===== config.mk =====
export PLATFORM = sky130hd
export DESIGN_NAME = lucas_kanade_window_flow
export DESIGN_NICKNAME = d
export VERILOG_FILES = /design/src/lkwf_pkg.sv /design/src/lkwf_front.sv /design/src/lkwf_queue.sv /design/src/lkwf_mul.sv /design/src/lkwf_back.sv /design/src/lucas_kanade_window_flow.sv
export VERILOG_INCLUDE_DIRS = /design/src /design/src/src
export SDC_FILE = /design/constraint.sdc
export NUM_CORES = 2
export LEC_CHECK = 0
export BUFFER_PORTS_ARGS = -buffer_cell sky130_fd_sc_hd__buf_2
export CAP_MARGIN = 10
export CORE_ASPECT_RATIO = 0.5
export CORE_MARGIN = 5
export CORE_UTILIZATION = 53
export CTS_CLUSTER_DIAMETER = 120
export DETAILED_ROUTE_END_ITERATION = 7
export GPL_TIMING_DRIVEN = 0
export PLACE_DENSITY = 0.73
export SYNTH_ARGS = -nofsm -noshare
export SYNTH_HDL_FRONTEND = slang
export SYNTH_HIERARCHICAL = 1
export SYNTH_SLANG_ARGS = --single-unit

===== constraint.sdc =====
create_clock -name aclk -period 23.7 [get_ports aclk]
set_input_delay 1.185 -clock aclk [delete_from_list [all_inputs] [get_ports aclk]]
set_output_delay 1.185 -clock aclk [all_outputs]
set_load 0.05 [all_outputs]

===== src/lucas_kanade_window_flow_assert.svh =====
// Assertion macros shared by the flow block.
`ifndef LUCAS_KANADE_WINDOW_FLOW_ASSERT_SVH
`define LUCAS_KANADE_WINDOW_FLOW_ASSERT_SVH
`ifndef SYNTHESIS
// Check that cons holds whenever ante holds.
`define LKWF_ASSERT_NOW(name, clk, rst_n, ante, cons) \
    name: assert property (@(posedge clk) disable iff (!rst_n) (ante) |-> (cons)) \
        else $error("lkwf check failed");
// Check that cons holds in the cycle after ante.
`define LKWF_ASSERT_NEXT(name, clk, rst_n, ante, cons) \
    name: assert property (@(posedge clk) disable iff (!rst_n) (ante) |=> (cons)) \
        else $error("lkwf check failed");
`else
`define LKWF_ASSERT_NOW(name, clk, rst_n, ante, cons)
`define LKWF_ASSERT_NEXT(name, clk, rst_n, ante, cons)
`endif
`endif


===== src/lkwf_pkg.sv =====
package lkwf_pkg;

    localparam int PIX_W       = 8;
    localparam int SXX_W       = 26;
    localparam int SXY_W       = 27;
    localparam int MIN_DET_W   = 24;
    localparam int MAX_FLOW_W  = 6;
    localparam int FLOW_W      = 15;
    localparam int STATUS_W    = 2;
    localparam int CFG_INDEX_W = 8;

    localparam logic [MIN_DET_W-1:0]  MIN_DET_RESET  = 24'd500;
    localparam logic [MAX_FLOW_W-1:0] MAX_FLOW_RESET = 6'd24;
    localparam logic [CFG_INDEX_W-1:0] CFG_MIN_DET  = 8'd0;
    localparam logic [CFG_INDEX_W-1:0] CFG_MAX_FLOW = 8'd1;

    localparam logic [STATUS_W-1:0] STATUS_OK    = 2'd0;
    localparam logic [STATUS_W-1:0] STATUS_WEAK  = 2'd1;
    localparam logic [STATUS_W-1:0] STATUS_LARGE = 2'd2;

    // serial multiplier: signed a times signed b
    localparam int MUL_A_W   = 56;
    localparam int MUL_B_W   = 27;
    localparam int MUL_ACC_W = MUL_A_W + MUL_B_W;
    localparam int MUL_P_W   = 62;
    localparam int MUL_CNT_W = $clog2(MUL_B_W);

    // restoring divider for the Q6.8 result
    localparam int DIV_Q_W = FLOW_W;
    localparam int DIV_N_W = 66;
    localparam int DIV_D_W = MUL_A_W + 1 + DIV_Q_W - 1;
    localparam int DIV_CNT_W = $clog2(DIV_Q_W);

    localparam int QUEUE_DEPTH = 2;

    typedef struct packed {
        logic        [SXX_W-1:0] sum_xx;
        logic        [SXX_W-1:0] sum_yy;
        logic signed [SXY_W-1:0] sum_xy;
        logic signed [SXY_W-1:0] sum_xt;
        logic signed [SXY_W-1:0] sum_yt;
    } sums_t;

endpackage


===== src/lkwf_front.sv =====
module lkwf_front (
    input  logic                 aclk,
    input  logic                 aresetn,
    input  logic                 s_tvalid,
    output logic                 s_tready,
    // prev_center, prev_left, prev_right, prev_up, prev_down, curr_center
    input  logic [47:0]          s_tdata,
    input  logic                 s_tlast,
    input  logic                 q_full,
    output logic                 q_push,
    output lkwf_pkg::sums_t      q_push_data
);

    logic signed [lkwf_pkg::PIX_W:0]     gx, gy, it;
    logic signed [2*lkwf_pkg::PIX_W+1:0] pxx, pyy, pxy, pxt, pyt;
    logic                                accept;
    lkwf_pkg::sums_t                     sums_reg, sums_next;

    assign s_tready = !q_full;
    assign accept   = s_tvalid && !q_full;

    // gradients, doubled in space
    assign gx = $signed({1'b0, s_tdata[23:16]}) - $signed({1'b0, s_tdata[15:8]});
    assign gy = $signed({1'b0, s_tdata[39:32]}) - $signed({1'b0, s_tdata[31:24]});
    assign it = $signed({1'b0, s_tdata[47:40]}) - $signed({1'b0, s_tdata[7:0]});

    assign pxx = gx * gx;
    assign pyy = gy * gy;
    assign pxy = gx * gy;
    assign pxt = gx * it;
    assign pyt = gy * it;

    // add this pixel, wrapping at the sum widths
    always_comb begin
        sums_next.sum_xx = sums_reg.sum_xx + lkwf_pkg::SXX_W'(pxx);
        sums_next.sum_yy = sums_reg.sum_yy + lkwf_pkg::SXX_W'(pyy);
        sums_next.sum_xy = sums_reg.sum_xy + lkwf_pkg::SXY_W'(pxy);
        sums_next.sum_xt = sums_reg.sum_xt + lkwf_pkg::SXY_W'(pxt);
        sums_next.sum_yt = sums_reg.sum_yt + lkwf_pkg::SXY_W'(pyt);
    end

    assign q_push      = accept && s_tlast;
    assign q_push_data = sums_next;

    // accumulate; hand the window to the queue and clear on the last word
    always_ff @(posedge aclk) begin
        if (!aresetn) begin
            sums_reg <= '0;
        end else if (accept) begin
            if (s_tlast) begin
                sums_reg <= '0;
            end else begin
                sums_reg <= sums_next;
            end
        end
    end

endmodule


===== src/lkwf_queue.sv =====
`include "lucas_kanade_window_flow_assert.svh"

module lkwf_queue #(
    parameter int DEPTH = lkwf_pkg::QUEUE_DEPTH
) (
    input  logic                  aclk,
    input  logic                  aresetn,
    input  logic                  push,
    input  lkwf_pkg::sums_t       push_data,
    input  logic                  pop,
    output lkwf_pkg::sums_t       head,
    output logic                  full,
    output logic                  empty
);

    localparam int PTR_W = (DEPTH > 1) ? $clog2(DEPTH) : 1;
    localparam int CNT_W = $clog2(DEPTH + 1);

    lkwf_pkg::sums_t   mem_reg [DEPTH];
    logic [PTR_W-1:0]  wr_ptr_reg, rd_ptr_reg;
    logic [CNT_W-1:0]  count_reg;

    assign full  = (count_reg == CNT_W'(DEPTH));
    assign empty = (count_reg == '0);
    assign head  = mem_reg[rd_ptr_reg];

    // store windows awaiting the solver
    always_ff @(posedge aclk) begin
        if (push) begin
            mem_reg[wr_ptr_reg] <= push_data;
        end
    end

    // advance pointers and keep the fill count
    always_ff @(posedge aclk) begin
        if (!aresetn) begin
            wr_ptr_reg <= '0;
            rd_ptr_reg <= '0;
            count_reg  <= '0;
        end else begin
            if (push) begin
                wr_ptr_reg <= (wr_ptr_reg == PTR_W'(DEPTH - 1)) ? '0 : wr_ptr_reg + 1'b1;
            end
            if (pop) begin
                rd_ptr_reg <= (rd_ptr_reg == PTR_W'(DEPTH - 1)) ? '0 : rd_ptr_reg + 1'b1;
            end
            if (push && !pop) begin
                count_reg <= count_reg + 1'b1;
            end else if (pop && !push) begin
                count_reg <= count_reg - 1'b1;
            end
        end
    end

    `LKWF_ASSERT_NOW(a_no_push_full, aclk, aresetn, push, !full)
    `LKWF_ASSERT_NOW(a_no_pop_empty, aclk, aresetn, pop, !empty)
    `LKWF_ASSERT_NOW(a_count_bound, aclk, aresetn, 1'b1, count_reg <= CNT_W'(DEPTH))

endmodule


===== src/lkwf_mul.sv =====
module lkwf_mul (
    input  logic                                 aclk,
    input  logic                                 aresetn,
    input  logic                                 start,
    input  logic signed [lkwf_pkg::MUL_A_W-1:0]  a,
    input  logic signed [lkwf_pkg::MUL_B_W-1:0]  b,
    output logic                                 done,
    output logic signed [lkwf_pkg::MUL_P_W-1:0]  p
);

    logic [lkwf_pkg::MUL_A_W-1:0]   a_mag;
    logic [lkwf_pkg::MUL_B_W-1:0]   b_mag;
    logic [lkwf_pkg::MUL_ACC_W-1:0] mcand_reg, acc_reg, acc_next;
    logic [lkwf_pkg::MUL_B_W-1:0]   mplier_reg;
    logic [lkwf_pkg::MUL_CNT_W-1:0] cnt_reg;
    logic                           neg_reg, busy_reg, done_reg;

    assign a_mag = a[lkwf_pkg::MUL_A_W-1] ? lkwf_pkg::MUL_A_W'(-a) : lkwf_pkg::MUL_A_W'(a);
    assign b_mag = b[lkwf_pkg::MUL_B_W-1] ? lkwf_pkg::MUL_B_W'(-b) : lkwf_pkg::MUL_B_W'(b);

    assign acc_next = mplier_reg[0] ? acc_reg + mcand_reg : acc_reg;

    assign done = done_reg;
    assign p    = neg_reg ? -$signed(lkwf_pkg::MUL_P_W'(acc_reg))
                          :  $signed(lkwf_pkg::MUL_P_W'(acc_reg));

    // shift and add, one multiplier bit a cycle
    always_ff @(posedge aclk) begin
        if (!aresetn) begin
            busy_reg <= 1'b0;
            done_reg <= 1'b0;
        end else begin
            done_reg <= 1'b0;
            if (start) begin
                mcand_reg  <= lkwf_pkg::MUL_ACC_W'(a_mag);
                mplier_reg <= b_mag;
                acc_reg    <= '0;
                cnt_reg    <= '0;
                neg_reg    <= a[lkwf_pkg::MUL_A_W-1] ^ b[lkwf_pkg::MUL_B_W-1];
                busy_reg   <= 1'b1;
            end else if (busy_reg) begin
                acc_reg    <= acc_next;
                mcand_reg  <= mcand_reg << 1;
                mplier_reg <= mplier_reg >> 1;
                cnt_reg    <= cnt_reg + 1'b1;
                if (cnt_reg == lkwf_pkg::MUL_CNT_W'(lkwf_pkg::MUL_B_W - 1)) begin
                    busy_reg <= 1'b0;
                    done_reg <= 1'b1;
                end
            end
        end
    end

endmodule


===== src/lkwf_back.sv =====
`include "lucas_kanade_window_flow_assert.svh"

module lkwf_back (
    input  logic                                  aclk,
    input  logic                                  aresetn,
    input  logic [lkwf_pkg::MIN_DET_W-1:0]        min_det,
    input  logic [lkwf_pkg::MAX_FLOW_W-1:0]       max_flow,
    input  lkwf_pkg::sums_t                       q_head,
    input  logic                                  q_empty,
    output logic                                  q_pop,
    output logic                                  m_tvalid,
    input  logic                                  m_tready,
    // flow_u, flow_v, two zero bits
    output logic [31:0]                           m_tdata,
    // status
    output logic [lkwf_pkg::STATUS_W-1:0]         m_tuser
);

    localparam int DW = lkwf_pkg::MUL_A_W;

    typedef enum logic [2:0] {
        S_IDLE, S_MUL_START, S_MUL_WAIT, S_DIV, S_FINISH
    } state_t;

    typedef enum logic [2:0] {
        ST_XXYY, ST_XYXY, ST_YTXY, ST_XTYY, ST_XYXT, ST_XXYT, ST_LIM
    } step_t;

    state_t                                  state_reg;
    step_t                                   step_reg;
    lkwf_pkg::sums_t                         win_reg;
    logic signed [DW-1:0]                    det_reg, nu_reg, nv_reg, det_sub, p_lo;
    logic signed [lkwf_pkg::MUL_A_W-1:0]     mul_a;
    logic signed [lkwf_pkg::MUL_B_W-1:0]     mul_b;
    logic signed [lkwf_pkg::MUL_P_W-1:0]     mul_p;
    logic                                    mul_start, mul_done;
    logic [DW-2:0]                           abs_nu, abs_nv;
    logic                                    weak_tex, too_large;
    logic [lkwf_pkg::DIV_N_W-1:0]            num_reg;
    logic [lkwf_pkg::DIV_D_W-1:0]            dsh_reg;
    logic [lkwf_pkg::DIV_Q_W-1:0]            q_reg, q_next;
    logic [lkwf_pkg::DIV_CNT_W-1:0]          div_cnt_reg;
    logic                                    div_v_reg, div_neg_reg, q_bit;
    logic [lkwf_pkg::FLOW_W-1:0]             res_u_reg, res_v_reg, flow_u_reg, flow_v_reg;
    logic [lkwf_pkg::FLOW_W-1:0]             q_signed;
    logic [lkwf_pkg::STATUS_W-1:0]           res_status_reg, status_reg;
    logic                                    out_valid_reg;

    // operand select for each product of the solve
    always_comb begin
        mul_a = '0;
        mul_b = '0;
        case (step_reg)
            ST_XXYY: begin
                mul_a = DW'(win_reg.sum_xx);
                mul_b = lkwf_pkg::MUL_B_W'(win_reg.sum_yy);
            end
            ST_XYXY: begin
                mul_a = DW'(win_reg.sum_xy);
                mul_b = win_reg.sum_xy;
            end
            ST_YTXY: begin
                mul_a = DW'(win_reg.sum_yt);
                mul_b = win_reg.sum_xy;
            end
            ST_XTYY: begin
                mul_a = DW'(win_reg.sum_xt);
                mul_b = lkwf_pkg::MUL_B_W'(win_reg.sum_yy);
            end
            ST_XYXT: begin
                mul_a = DW'(win_reg.sum_xy);
                mul_b = win_reg.sum_xt;
            end
            ST_XXYT: begin
                mul_a = DW'(win_reg.sum_xx);
                mul_b = win_reg.sum_yt;
            end
            ST_LIM: begin
                mul_a = det_reg;
                mul_b = lkwf_pkg::MUL_B_W'(max_flow);
            end
            default: begin
                mul_a = '0;
                mul_b = '0;
            end
        endcase
    end

    assign mul_start = (state_reg == S_MUL_START);

    lkwf_mul u_mul (
        .aclk    (aclk),
        .aresetn (aresetn),
        .start   (mul_start),
        .a       (mul_a),
        .b       (mul_b),
        .done    (mul_done),
        .p       (mul_p)
    );

    assign p_lo      = mul_p[DW-1:0];
    assign det_sub   = det_reg - p_lo;
    assign weak_tex  = (det_sub <= 0) ||
                       (det_sub < $signed({(DW-lkwf_pkg::MIN_DET_W-4)'(0), min_det, 4'b0}));
    assign abs_nu    = nu_reg[DW-1] ? (DW-1)'(-nu_reg) : (DW-1)'(nu_reg);
    assign abs_nv    = nv_reg[DW-1] ? (DW-1)'(-nv_reg) : (DW-1)'(nv_reg);
    assign too_large = (lkwf_pkg::MUL_P_W'({abs_nu, 1'b0}) > lkwf_pkg::MUL_P_W'(mul_p)) ||
                       (lkwf_pkg::MUL_P_W'({abs_nv, 1'b0}) > lkwf_pkg::MUL_P_W'(mul_p));

    // one restoring quotient bit a cycle
    assign q_bit    = ({(lkwf_pkg::DIV_D_W-lkwf_pkg::DIV_N_W)'(0), num_reg} >= dsh_reg);
    assign q_next   = {q_reg[lkwf_pkg::DIV_Q_W-2:0], q_bit};
    assign q_signed = div_neg_reg ? lkwf_pkg::FLOW_W'(-q_next) : q_next;

    assign q_pop    = (state_reg == S_IDLE) && !q_empty;
    assign m_tvalid = out_valid_reg;
    assign m_tdata  = {2'b00, flow_v_reg, flow_u_reg};
    assign m_tuser  = status_reg;

    // solve sequencer and output register
    always_ff @(posedge aclk) begin
        if (!aresetn) begin
            state_reg     <= S_IDLE;
            step_reg      <= ST_XXYY;
            out_valid_reg <= 1'b0;
        end else begin
            if (out_valid_reg && m_tready) begin
                out_valid_reg <= 1'b0;
            end
            case (state_reg)
                S_IDLE: begin
                    if (!q_empty) begin
                        win_reg   <= q_head;
                        step_reg  <= ST_XXYY;
                        state_reg <= S_MUL_START;
                    end
                end
                S_MUL_START: begin
                    state_reg <= S_MUL_WAIT;
                end
                S_MUL_WAIT: begin
                    if (mul_done) begin
                        state_reg <= S_MUL_START;
                        case (step_reg)
                            ST_XXYY: begin
                                det_reg  <= p_lo;
                                step_reg <= ST_XYXY;
                            end
                            ST_XYXY: begin
                                det_reg  <= det_sub;
                                step_reg <= ST_YTXY;
                                if (weak_tex) begin
                                    res_status_reg <= lkwf_pkg::STATUS_WEAK;
                                    state_reg      <= S_FINISH;
                                end
                            end
                            ST_YTXY: begin
                                nu_reg   <= p_lo;
                                step_reg <= ST_XTYY;
                            end
                            ST_XTYY: begin
                                nu_reg   <= nu_reg - p_lo;
                                step_reg <= ST_XYXT;
                            end
                            ST_XYXT: begin
                                nv_reg   <= p_lo;
                                step_reg <= ST_XXYT;
                            end
                            ST_XXYT: begin
                                nv_reg   <= nv_reg - p_lo;
                                step_reg <= ST_LIM;
                            end
                            default: begin
                                if (too_large) begin
                                    res_status_reg <= lkwf_pkg::STATUS_LARGE;
                                    state_reg      <= S_FINISH;
                                end else begin
                                    res_status_reg <= lkwf_pkg::STATUS_OK;
                                    num_reg     <= lkwf_pkg::DIV_N_W'({abs_nu, 10'b0}) +
                                                   lkwf_pkg::DIV_N_W'(det_reg);
                                    dsh_reg     <= {det_reg, 15'b0};
                                    q_reg       <= '0;
                                    div_cnt_reg <= lkwf_pkg::DIV_CNT_W'(lkwf_pkg::DIV_Q_W - 1);
                                    div_neg_reg <= nu_reg[DW-1];
                                    div_v_reg   <= 1'b0;
                                    state_reg   <= S_DIV;
                                end
                            end
                        endcase
                    end
                end
                S_DIV: begin
                    if (q_bit) begin
                        num_reg <= lkwf_pkg::DIV_N_W'(
                            {(lkwf_pkg::DIV_D_W-lkwf_pkg::DIV_N_W)'(0), num_reg} - dsh_reg);
                    end
                    dsh_reg     <= dsh_reg >> 1;
                    q_reg       <= q_next;
                    div_cnt_reg <= div_cnt_reg - 1'b1;
                    if (div_cnt_reg == '0) begin
                        if (!div_v_reg) begin
                            res_u_reg   <= q_signed;
                            num_reg     <= lkwf_pkg::DIV_N_W'({abs_nv, 10'b0}) +
                                           lkwf_pkg::DIV_N_W'(det_reg);
                            dsh_reg     <= {det_reg, 15'b0};
                            q_reg       <= '0;
                            div_cnt_reg <= lkwf_pkg::DIV_CNT_W'(lkwf_pkg::DIV_Q_W - 1);
                            div_neg_reg <= nv_reg[DW-1];
                            div_v_reg   <= 1'b1;
                        end else begin
                            res_v_reg  <= q_signed;
                            state_reg  <= S_FINISH;
                        end
                    end
                end
                S_FINISH: begin
                    if (!out_valid_reg || m_tready) begin
                        out_valid_reg <= 1'b1;
                        status_reg    <= res_status_reg;
                        if (res_status_reg == lkwf_pkg::STATUS_OK) begin
                            flow_u_reg <= res_u_reg;
                            flow_v_reg <= res_v_reg;
                        end else begin
                            flow_u_reg <= '0;
                            flow_v_reg <= '0;
                        end
                        state_reg <= S_IDLE;
                    end
                end
                default: begin
                    state_reg <= S_IDLE;
                end
            endcase
        end
    end

    `LKWF_ASSERT_NOW(a_zero_unless_ok, aclk, aresetn,
        m_tvalid && (m_tuser != lkwf_pkg::STATUS_OK), (m_tdata == '0))
    `LKWF_ASSERT_NOW(a_status_code, aclk, aresetn, m_tvalid,
        (m_tuser == lkwf_pkg::STATUS_OK) || (m_tuser == lkwf_pkg::STATUS_WEAK) ||
        (m_tuser == lkwf_pkg::STATUS_LARGE))
    `LKWF_ASSERT_NEXT(a_pop_starts_solve, aclk, aresetn, q_pop, state_reg == S_MUL_START)

endmodule


===== src/lucas_kanade_window_flow.sv =====
// Lucas-Kanade flow for one window. Pixels enter at one word per cycle while tready is high; the
// front adds each pixel into five structure sums that wrap at their widths and, on the word
// marked tlast, hands the window to a two-entry queue. The back solves a queued window with one
// shared bit-serial multiplier (seven products) and a bit-serial divider (two quotients); that
// multiplier loop sets the window rate. Windows that take longer to stream in than a solve
// stream without stall; shorter ones hold tready low once both queue entries wait.
// Results give flow_u and flow_v in signed Q6.8 and a status: ok, weak texture, or
// displacement too large.
module lucas_kanade_window_flow #(
    parameter int QUEUE_DEPTH = lkwf_pkg::QUEUE_DEPTH
) (
    input  logic                               aclk,
    input  logic                               aresetn,
    input  logic                               s_tvalid,
    output logic                               s_tready,
    // prev_center, prev_left, prev_right, prev_up, prev_down, curr_center
    input  logic [47:0]                        s_tdata,
    input  logic                               s_tlast,
    output logic                               m_tvalid,
    input  logic                               m_tready,
    // flow_u, flow_v, two zero bits
    output logic [31:0]                        m_tdata,
    // status
    output logic [lkwf_pkg::STATUS_W-1:0]      m_tuser,
    input  logic                               cfg_valid,
    output logic                               cfg_ready,
    input  logic [lkwf_pkg::CFG_INDEX_W-1:0]   cfg_index,
    input  logic [lkwf_pkg::MIN_DET_W-1:0]     cfg_data
);

    logic [lkwf_pkg::MIN_DET_W-1:0]  min_det_reg;
    logic [lkwf_pkg::MAX_FLOW_W-1:0] max_flow_reg;
    lkwf_pkg::sums_t                 push_data, head;
    logic                            q_push, q_pop, q_full, q_empty;

    assign cfg_ready = 1'b1;

    // hold configuration registers
    always_ff @(posedge aclk) begin
        if (!aresetn) begin
            min_det_reg  <= lkwf_pkg::MIN_DET_RESET;
            max_flow_reg <= lkwf_pkg::MAX_FLOW_RESET;
        end else if (cfg_valid) begin
            case (cfg_index)
                lkwf_pkg::CFG_MIN_DET:  min_det_reg  <= cfg_data;
                lkwf_pkg::CFG_MAX_FLOW: max_flow_reg <= cfg_data[lkwf_pkg::MAX_FLOW_W-1:0];
                default: ;
            endcase
        end
    end

    lkwf_front u_front (
        .aclk        (aclk),
        .aresetn     (aresetn),
        .s_tvalid    (s_tvalid),
        .s_tready    (s_tready),
        .s_tdata     (s_tdata),
        .s_tlast     (s_tlast),
        .q_full      (q_full),
        .q_push      (q_push),
        .q_push_data (push_data)
    );

    lkwf_queue #(
        .DEPTH (QUEUE_DEPTH)
    ) u_queue (
        .aclk      (aclk),
        .aresetn   (aresetn),
        .push      (q_push),
        .push_data (push_data),
        .pop       (q_pop),
        .head      (head),
        .full      (q_full),
        .empty     (q_empty)
    );

    lkwf_back u_back (
        .aclk     (aclk),
        .aresetn  (aresetn),
        .min_det  (min_det_reg),
        .max_flow (max_flow_reg),
        .q_head   (head),
        .q_empty  (q_empty),
        .q_pop    (q_pop),
        .m_tvalid (m_tvalid),
        .m_tready (m_tready),
        .m_tdata  (m_tdata),
        .m_tuser  (m_tuser)
    );

endmodule


After elaboration in Yosys (flattened, before gate mapping)
Memory sizes are Yosys's and may differ from the RTL's. A register that Yosys moved wholly into a read port is not among the register bits.
Index checks and enable logic that the tools add are counted.

operators by class
  reduce and logical (&&, ||, !) cells = 53
  multipliers = 5
  multiplexer cells = 84
  magnitude comparators = 5
  eq/ne operators = 23
  add/subtract/negate cells = 27
  bitwise operators = 6

operators by type and width
  operator                                                        number
  66-bit two-way mux                                              6
  71-bit two-way mux                                              5
  56-bit case mux with 2 select lines                             3
  56-bit case mux with 5 select lines                             1
  83-bit two-way mux                                              3
  56-bit subtractor                                               3
  71-bit case mux with 2 select lines                             1
  27-bit case mux with 5 select lines                             1
  133-bit two-way mux                                             1
  65-bit by 66-bit adder with 66-bit output                       2
  66-bit case mux with 2 select lines                             1
  56-bit by 62-bit greater-than comparator with 1-bit output      2
  56-bit two-way mux                                              2
  55-bit two-way mux                                              2
  55-bit negator                                                  2
  9-bit by 9-bit multiplier with 18-bit output                    5
  83-bit adder                                                    1
  27-bit by 18-bit adder with 27-bit output                       3
  27-bit two-way mux                                              3
  66-bit by 71-bit greater-or-equal comparator with 1-bit output  1
  14-bit two-way mux                                              5
  66-bit subtractor                                               1
  62-bit two-way mux                                              1
  62-bit negator                                                  1
  54 further kinds                                                147

word-level totals
  logic and storage cells = 240
  memories = 1
  RAM bits = 266
  register bits = 764

memories
  name             words  bits a word  rd ports  clocked after memory_dff  write ports  RTL line          RTL
  u_queue.mem_reg  2      133          1         1                         1            lkwf_queue.sv:19  lkwf_pkg::sums_t mem_reg [DEPTH];

Depth between registers and ports, before layout
  depth in word-level cells = 9
  depth in mapped cells = 41
  depth with buffers taken out = 40

Cells and area by module
The synthesis kept the hierarchy.

modules (own cells, without submodules)
  module                    cells an instance  area an instance (um^2)  sequential area each (um^2)  instances
  lkwf_back                 5399               47365.4                  15815.2                      1
  lkwf_front                2974               26618.0                  2662.6                       1
  lkwf_mul                  1400               12559.5                  4754.6                       1
  lkwf_queue                436                10097.2                  8087.8                       1
  lucas_kanade_window_flow  137                1271.2                   600.6                        1

Worst setup path after synthesis
No wires, ideal clock.

  path type = reg-to-reg
  start point = register u_back.nv_reg[18]
  end point = register u_back/div_cnt_reg[0] (netlist bit) (enable)
  path slack = 10441 ps
  period minus slack after synthesis = 13259 ps
  arrival = 12588 ps
  buffers on the path = 0
  stages on the path, launching flop included = 25
  cells stage by stage = edfxtp_1 > or4_4 > or4_1 > or2_4 > or4_4 > or3_1 > nand2b_1 > or4_1 > nand2b_4 > or4_4 > o21ai_1 > xnor2_1 > ha_1 > a21o_1 > a21o_1 > a21o_1 > a21o_1 > a211oi_1 > nor4_1 > a221o_1 > a31oi_1 > a2bb2oi_1 > nor2b_1 > a21oi_1 > nor2_1

on the way
  longest elaborated chain between the ends = 6

ends and longest elaborated chain
  element                                                       RTL line          RTL
  from (decl)                                                   lkwf_back.sv:32   logic signed [DW-1:0] det_reg, nu_reg, nv_reg, det_sub, p_lo;
  from (signal assigned)                                        lkwf_back.sv:166  nv_reg <= p_lo;
  from (signal assigned)                                        lkwf_back.sv:170  nv_reg <= nv_reg - p_lo;
  55-bit negator                                                lkwf_back.sv:106  assign abs_nv = nv_reg[DW-1] ? (DW-1)'(-nv_reg) : (DW-1)'(nv_reg);
  55-bit two-way mux *                                          lkwf_back.sv:106
  56-bit by 62-bit greater-than comparator with 1-bit output *  lkwf_back.sv:108  (lkwf_pkg::MUL_P_W'({abs_nv, 1'b0}) > lkwf_pkg::MUL_P_W'(mul_p));
  1-bit logical OR *                                            lkwf_back.sv:107  assign too_large = (lkwf_pkg::MUL_P_W'({abs_nu, 1'b0}) > lkwf_pkg::MUL_P_W'(mul_p)) ||
  2-bit inequality test (no source line) *                      --
  5-bit AND reduction (no source line) *                        --
  to (signal assigned)                                          lkwf_back.sv:183  div_cnt_reg <= lkwf_pkg::DIV_CNT_W'(lkwf_pkg::DIV_Q_W - 1);
  to (signal assigned)                                          lkwf_back.sv:199  div_cnt_reg <= div_cnt_reg - 1'b1;
  to (signal assigned)                                          lkwf_back.sv:207  div_cnt_reg <= lkwf_pkg::DIV_CNT_W'(lkwf_pkg::DIV_Q_W - 1);
  to (decl)                                                     lkwf_back.sv:42   logic [lkwf_pkg::DIV_CNT_W-1:0] div_cnt_reg;

Every way passes the cells marked *; elsewhere a longest branch is shown, timed or not.
A chain may end at the register's enable or synchronous reset.

==> metrics.md <==
| Metric | Value |
|---|---|
| CTS tree | `done` |
| Max_slew headroom | `8.555%` |
| Post-synthesis register bit count | `1122` |
| Status | `complete, no violations` |
| Die Wd | `617.8 µm` |
| Setup violations, final | `0` |
| Ys Warns | `6` |
| Global routing's busiest layer | `met2` |
| Most common cell after layout, fill and taps aside | `nand2_1` |
| DR iter-0 viols | `9487` |
| Fin. Hold Viols | `0` |
| R2R depth | `24` |
| Max-cap violations | `0` |
| Clock-pin slew on the worst setup and hold paths | `0.07 ns` |
| Met1 Resource Use GR | `45.75%` |
| Clk buf depth | `3` |
| Area of the multi-input gates | `~60000 µm²` |
| Sink Count | `~1100` |
| GR Overflow Total | `0` |
| Number of global-route vias before repair | `approximately 79000` |
| CTS buffer count | `107` |
| Unrepaired setup endpoints after global routing | `false` |
| CP max stage delay | `0.58 ns` |
| Mapped Area | `97910 µm²` |
| Predominant post-synthesis flop cell | `edfxtp_1` |
| Count of cell types in the netlist | `100` |
| Hold bufs inserted after CTS | `0` |
| Post-synth EDFFs | `945` |
| DRT Pass-1 Iters | `6` |
| CP max stage cell | `clkinv_1` |
| Post-route setup slack | `13.36 ns` |
| Die H | `313.9 µm` |
| Remaining DRCs | `0` |
| Routed len/inst | `25.11 µm` |
| Critical Path End Type | `flop` |
| Area share of the largest cell type after synthesis | `approximately 29%` |
| Root Driver | `clkbuf_16` |
| Total Nets Final | `12040` |
| Syn Area/Cell | `around 9.5 µm²` |
| H-Tree Depth | `3` |
| Met2 Usage GRT | `51.96%` |
| Final min period | `a little over 10 ns` |
| Register area | `approximately 32000 µm²` |
| Share of layout cells above drive strength 1 | `just under 6%` |
| Dpl ws | `12.66 ns` |
| Via density | `6.216` |
| Min Hold Slack | `around 0.45 ns` |
| Via Count | `81980` |
| Crit Path Class | `in -> reg` |
| Initial antenna violation count | `15` |
| CP Max Fanout | `9` |
| Min-Delay Path Class | `reg -> reg` |
| Total Wirelength | `331.2 mm` |
| WHS Path Cells | `0` |
| Total track usage | `around a third` |
| Final Max Tran Viols | `0` |
| FFs w/ async S/R, synth | `0%` |
| Total of fill cells in the finished design | `16180` |
| Initial core utilization | `53.37%` |
| Largest net degree at the start of global routing | `74` |
| Post_cts resized | `0` |
| Worst Tran Pin Value | `about 1.4 ns` |
| Post-synthesis sequential area ratio | `32.60%` |
| Synth area leaders | `edfxtp_1 (29%), ha_1 (12%), fa_1 (8.8%)` |
| Post-CTS setup buffers | `0` |
| Post-Synthesis Cells | `between 10000 and 15000` |
| Core Footprint | `183500 µm²` |
| Synth area leader | `edfxtp_1` |
| Final Cycle Share | `a little over two fifths` |
| Arrival @ worst endpoint | `roughly 11 ns` |
| I/O Pins | `123` |
| Post-DP HPWL | `267.2 mm` |
| Fin Clk Skew | `0.05074 ns` |
| Die ar. | `194000 µm²` |
| Largest register FFs | `266` |
| GR Layer Usage met3 | `6.553%` |
| Routability cong. | `approximately 1.0` |
| F_max | `between 0.09 and 0.1 GHz` |
| Critical path required time | `24.30 ns` |
| DRT antenna net count | `0` |
| Most frequent cells in the layout | `nand2_1 (1034), edfxtp_1 (945), ha_1 (911)` |
| Layout area overhead | `8.210%` |
| PortBufs | `118` |
| Cell Rows | `111` |
| CP Launch Type | `input port` |
| First-pass GRT wire length | `491.9 mm` |
| Fin Setup TNS | `0 ns` |
| Skew-Pair Late Insertion Delay | `0.79 ns` |
| Layout Utilization | `57.75%` |
[metal layers]
layer | vias to the layer above | routed length (µm) | part of all wire [%]
met2 | 3810 | 144300 | 44
met4 | 4 | 15540 | 4.7
li1 | 37650 | - | -
met1 | 39840 | 139200 | 42
met3 | 677 | 32200 | 9.7
met5 | - | 22 | 0.0066
[worst paths after layout]
path	startpoint	to	slack, ns
worst max-delay path	s_tdata[16]	u_queue/mem_reg[1][132]	13.36
worst min-delay path	u_back/res_status_reg[0]	u_back/m_tuser[0]	0.45
worst max register to register	u_back/u_mul/acc_reg[4]	u_back/res_status_reg[1]	14.07
worst min register to register	u_back/res_status_reg[0]	u_back/m_tuser[0]	0.45
[through the flow]
| stage | std cells | area, µm² |
|---|---|---|
| floorplan | 10350 | 97920 |
| global placement | 12950 | 101600 |
| detailed placement | 12980 | 102300 |
| CTS | 13180 | 105900 |
| global route | 13190 | 105900 |
| finish | 13190 | 106000 |
[critical path: cells and delay by family]
family	cells	cell delay (ns)
AO/OA/AOI/OAI	10	2.61
XOR/XNOR	3	0.83
adder cells (fa/ha/maj)	9	3.50
buffers and inverters	9	1.33
AND/OR/NAND/NOR	7	1.44
[area by class of cell]
cell class / count / area share, %
inverters: 848 / 3.004
repair buffers: 155 / 1.161
well taps: 2486 / 2.936
flip-flops and latches: 1122 / 30.13
clock inverters: 72 / 0.7393
clock buffers: 125 / 2.658
diodes: 5 / 0.01181
multi-input cells: 7972 / 57.82
plain buffers: 405 / 1.545
[Yosys cell counts, types with 70 or more instances]
cell      number
nand2_1     1034
a22oi_1       71
and2_1        99
o31ai_1      104
nor2_1       611
xnor2_1      537
edfxtp_1     945
xor2_1       263
nand4_1      116
clkbuf_1     356
mux2i_1      138
mux2_2        93
inv_1        839
o21bai_1      96
dfxtp_1      177
a21o_1       338
o21ai_0      718
nor2b_1      175
fa_1         431
nand2b_1     106
a31oi_1       81
nand3_1      140
ha_1         911
a21oi_1      715
mux2_4        70
nor3_1       135
a211oi_1      82
o21a_1        74
[cells by family (layout without fill, tap and decap cells)]
kind of cell	Yosys count	count (layout)	synth area share, %
buf+inv	1253	1605	4.922
other cells	2	8	0.007670
simple gates	2775	2775	13.54
compound gates	2751	2751	17.77
mux	301	301	3.554
xor+xnor	800	800	7.156
fa+ha+maj	1342	1342	20.45
flops	1122	1122	32.60
Power is not shown: default switching activity piles up to over one toggle a cycle in this logic, so the estimate is an artifact.
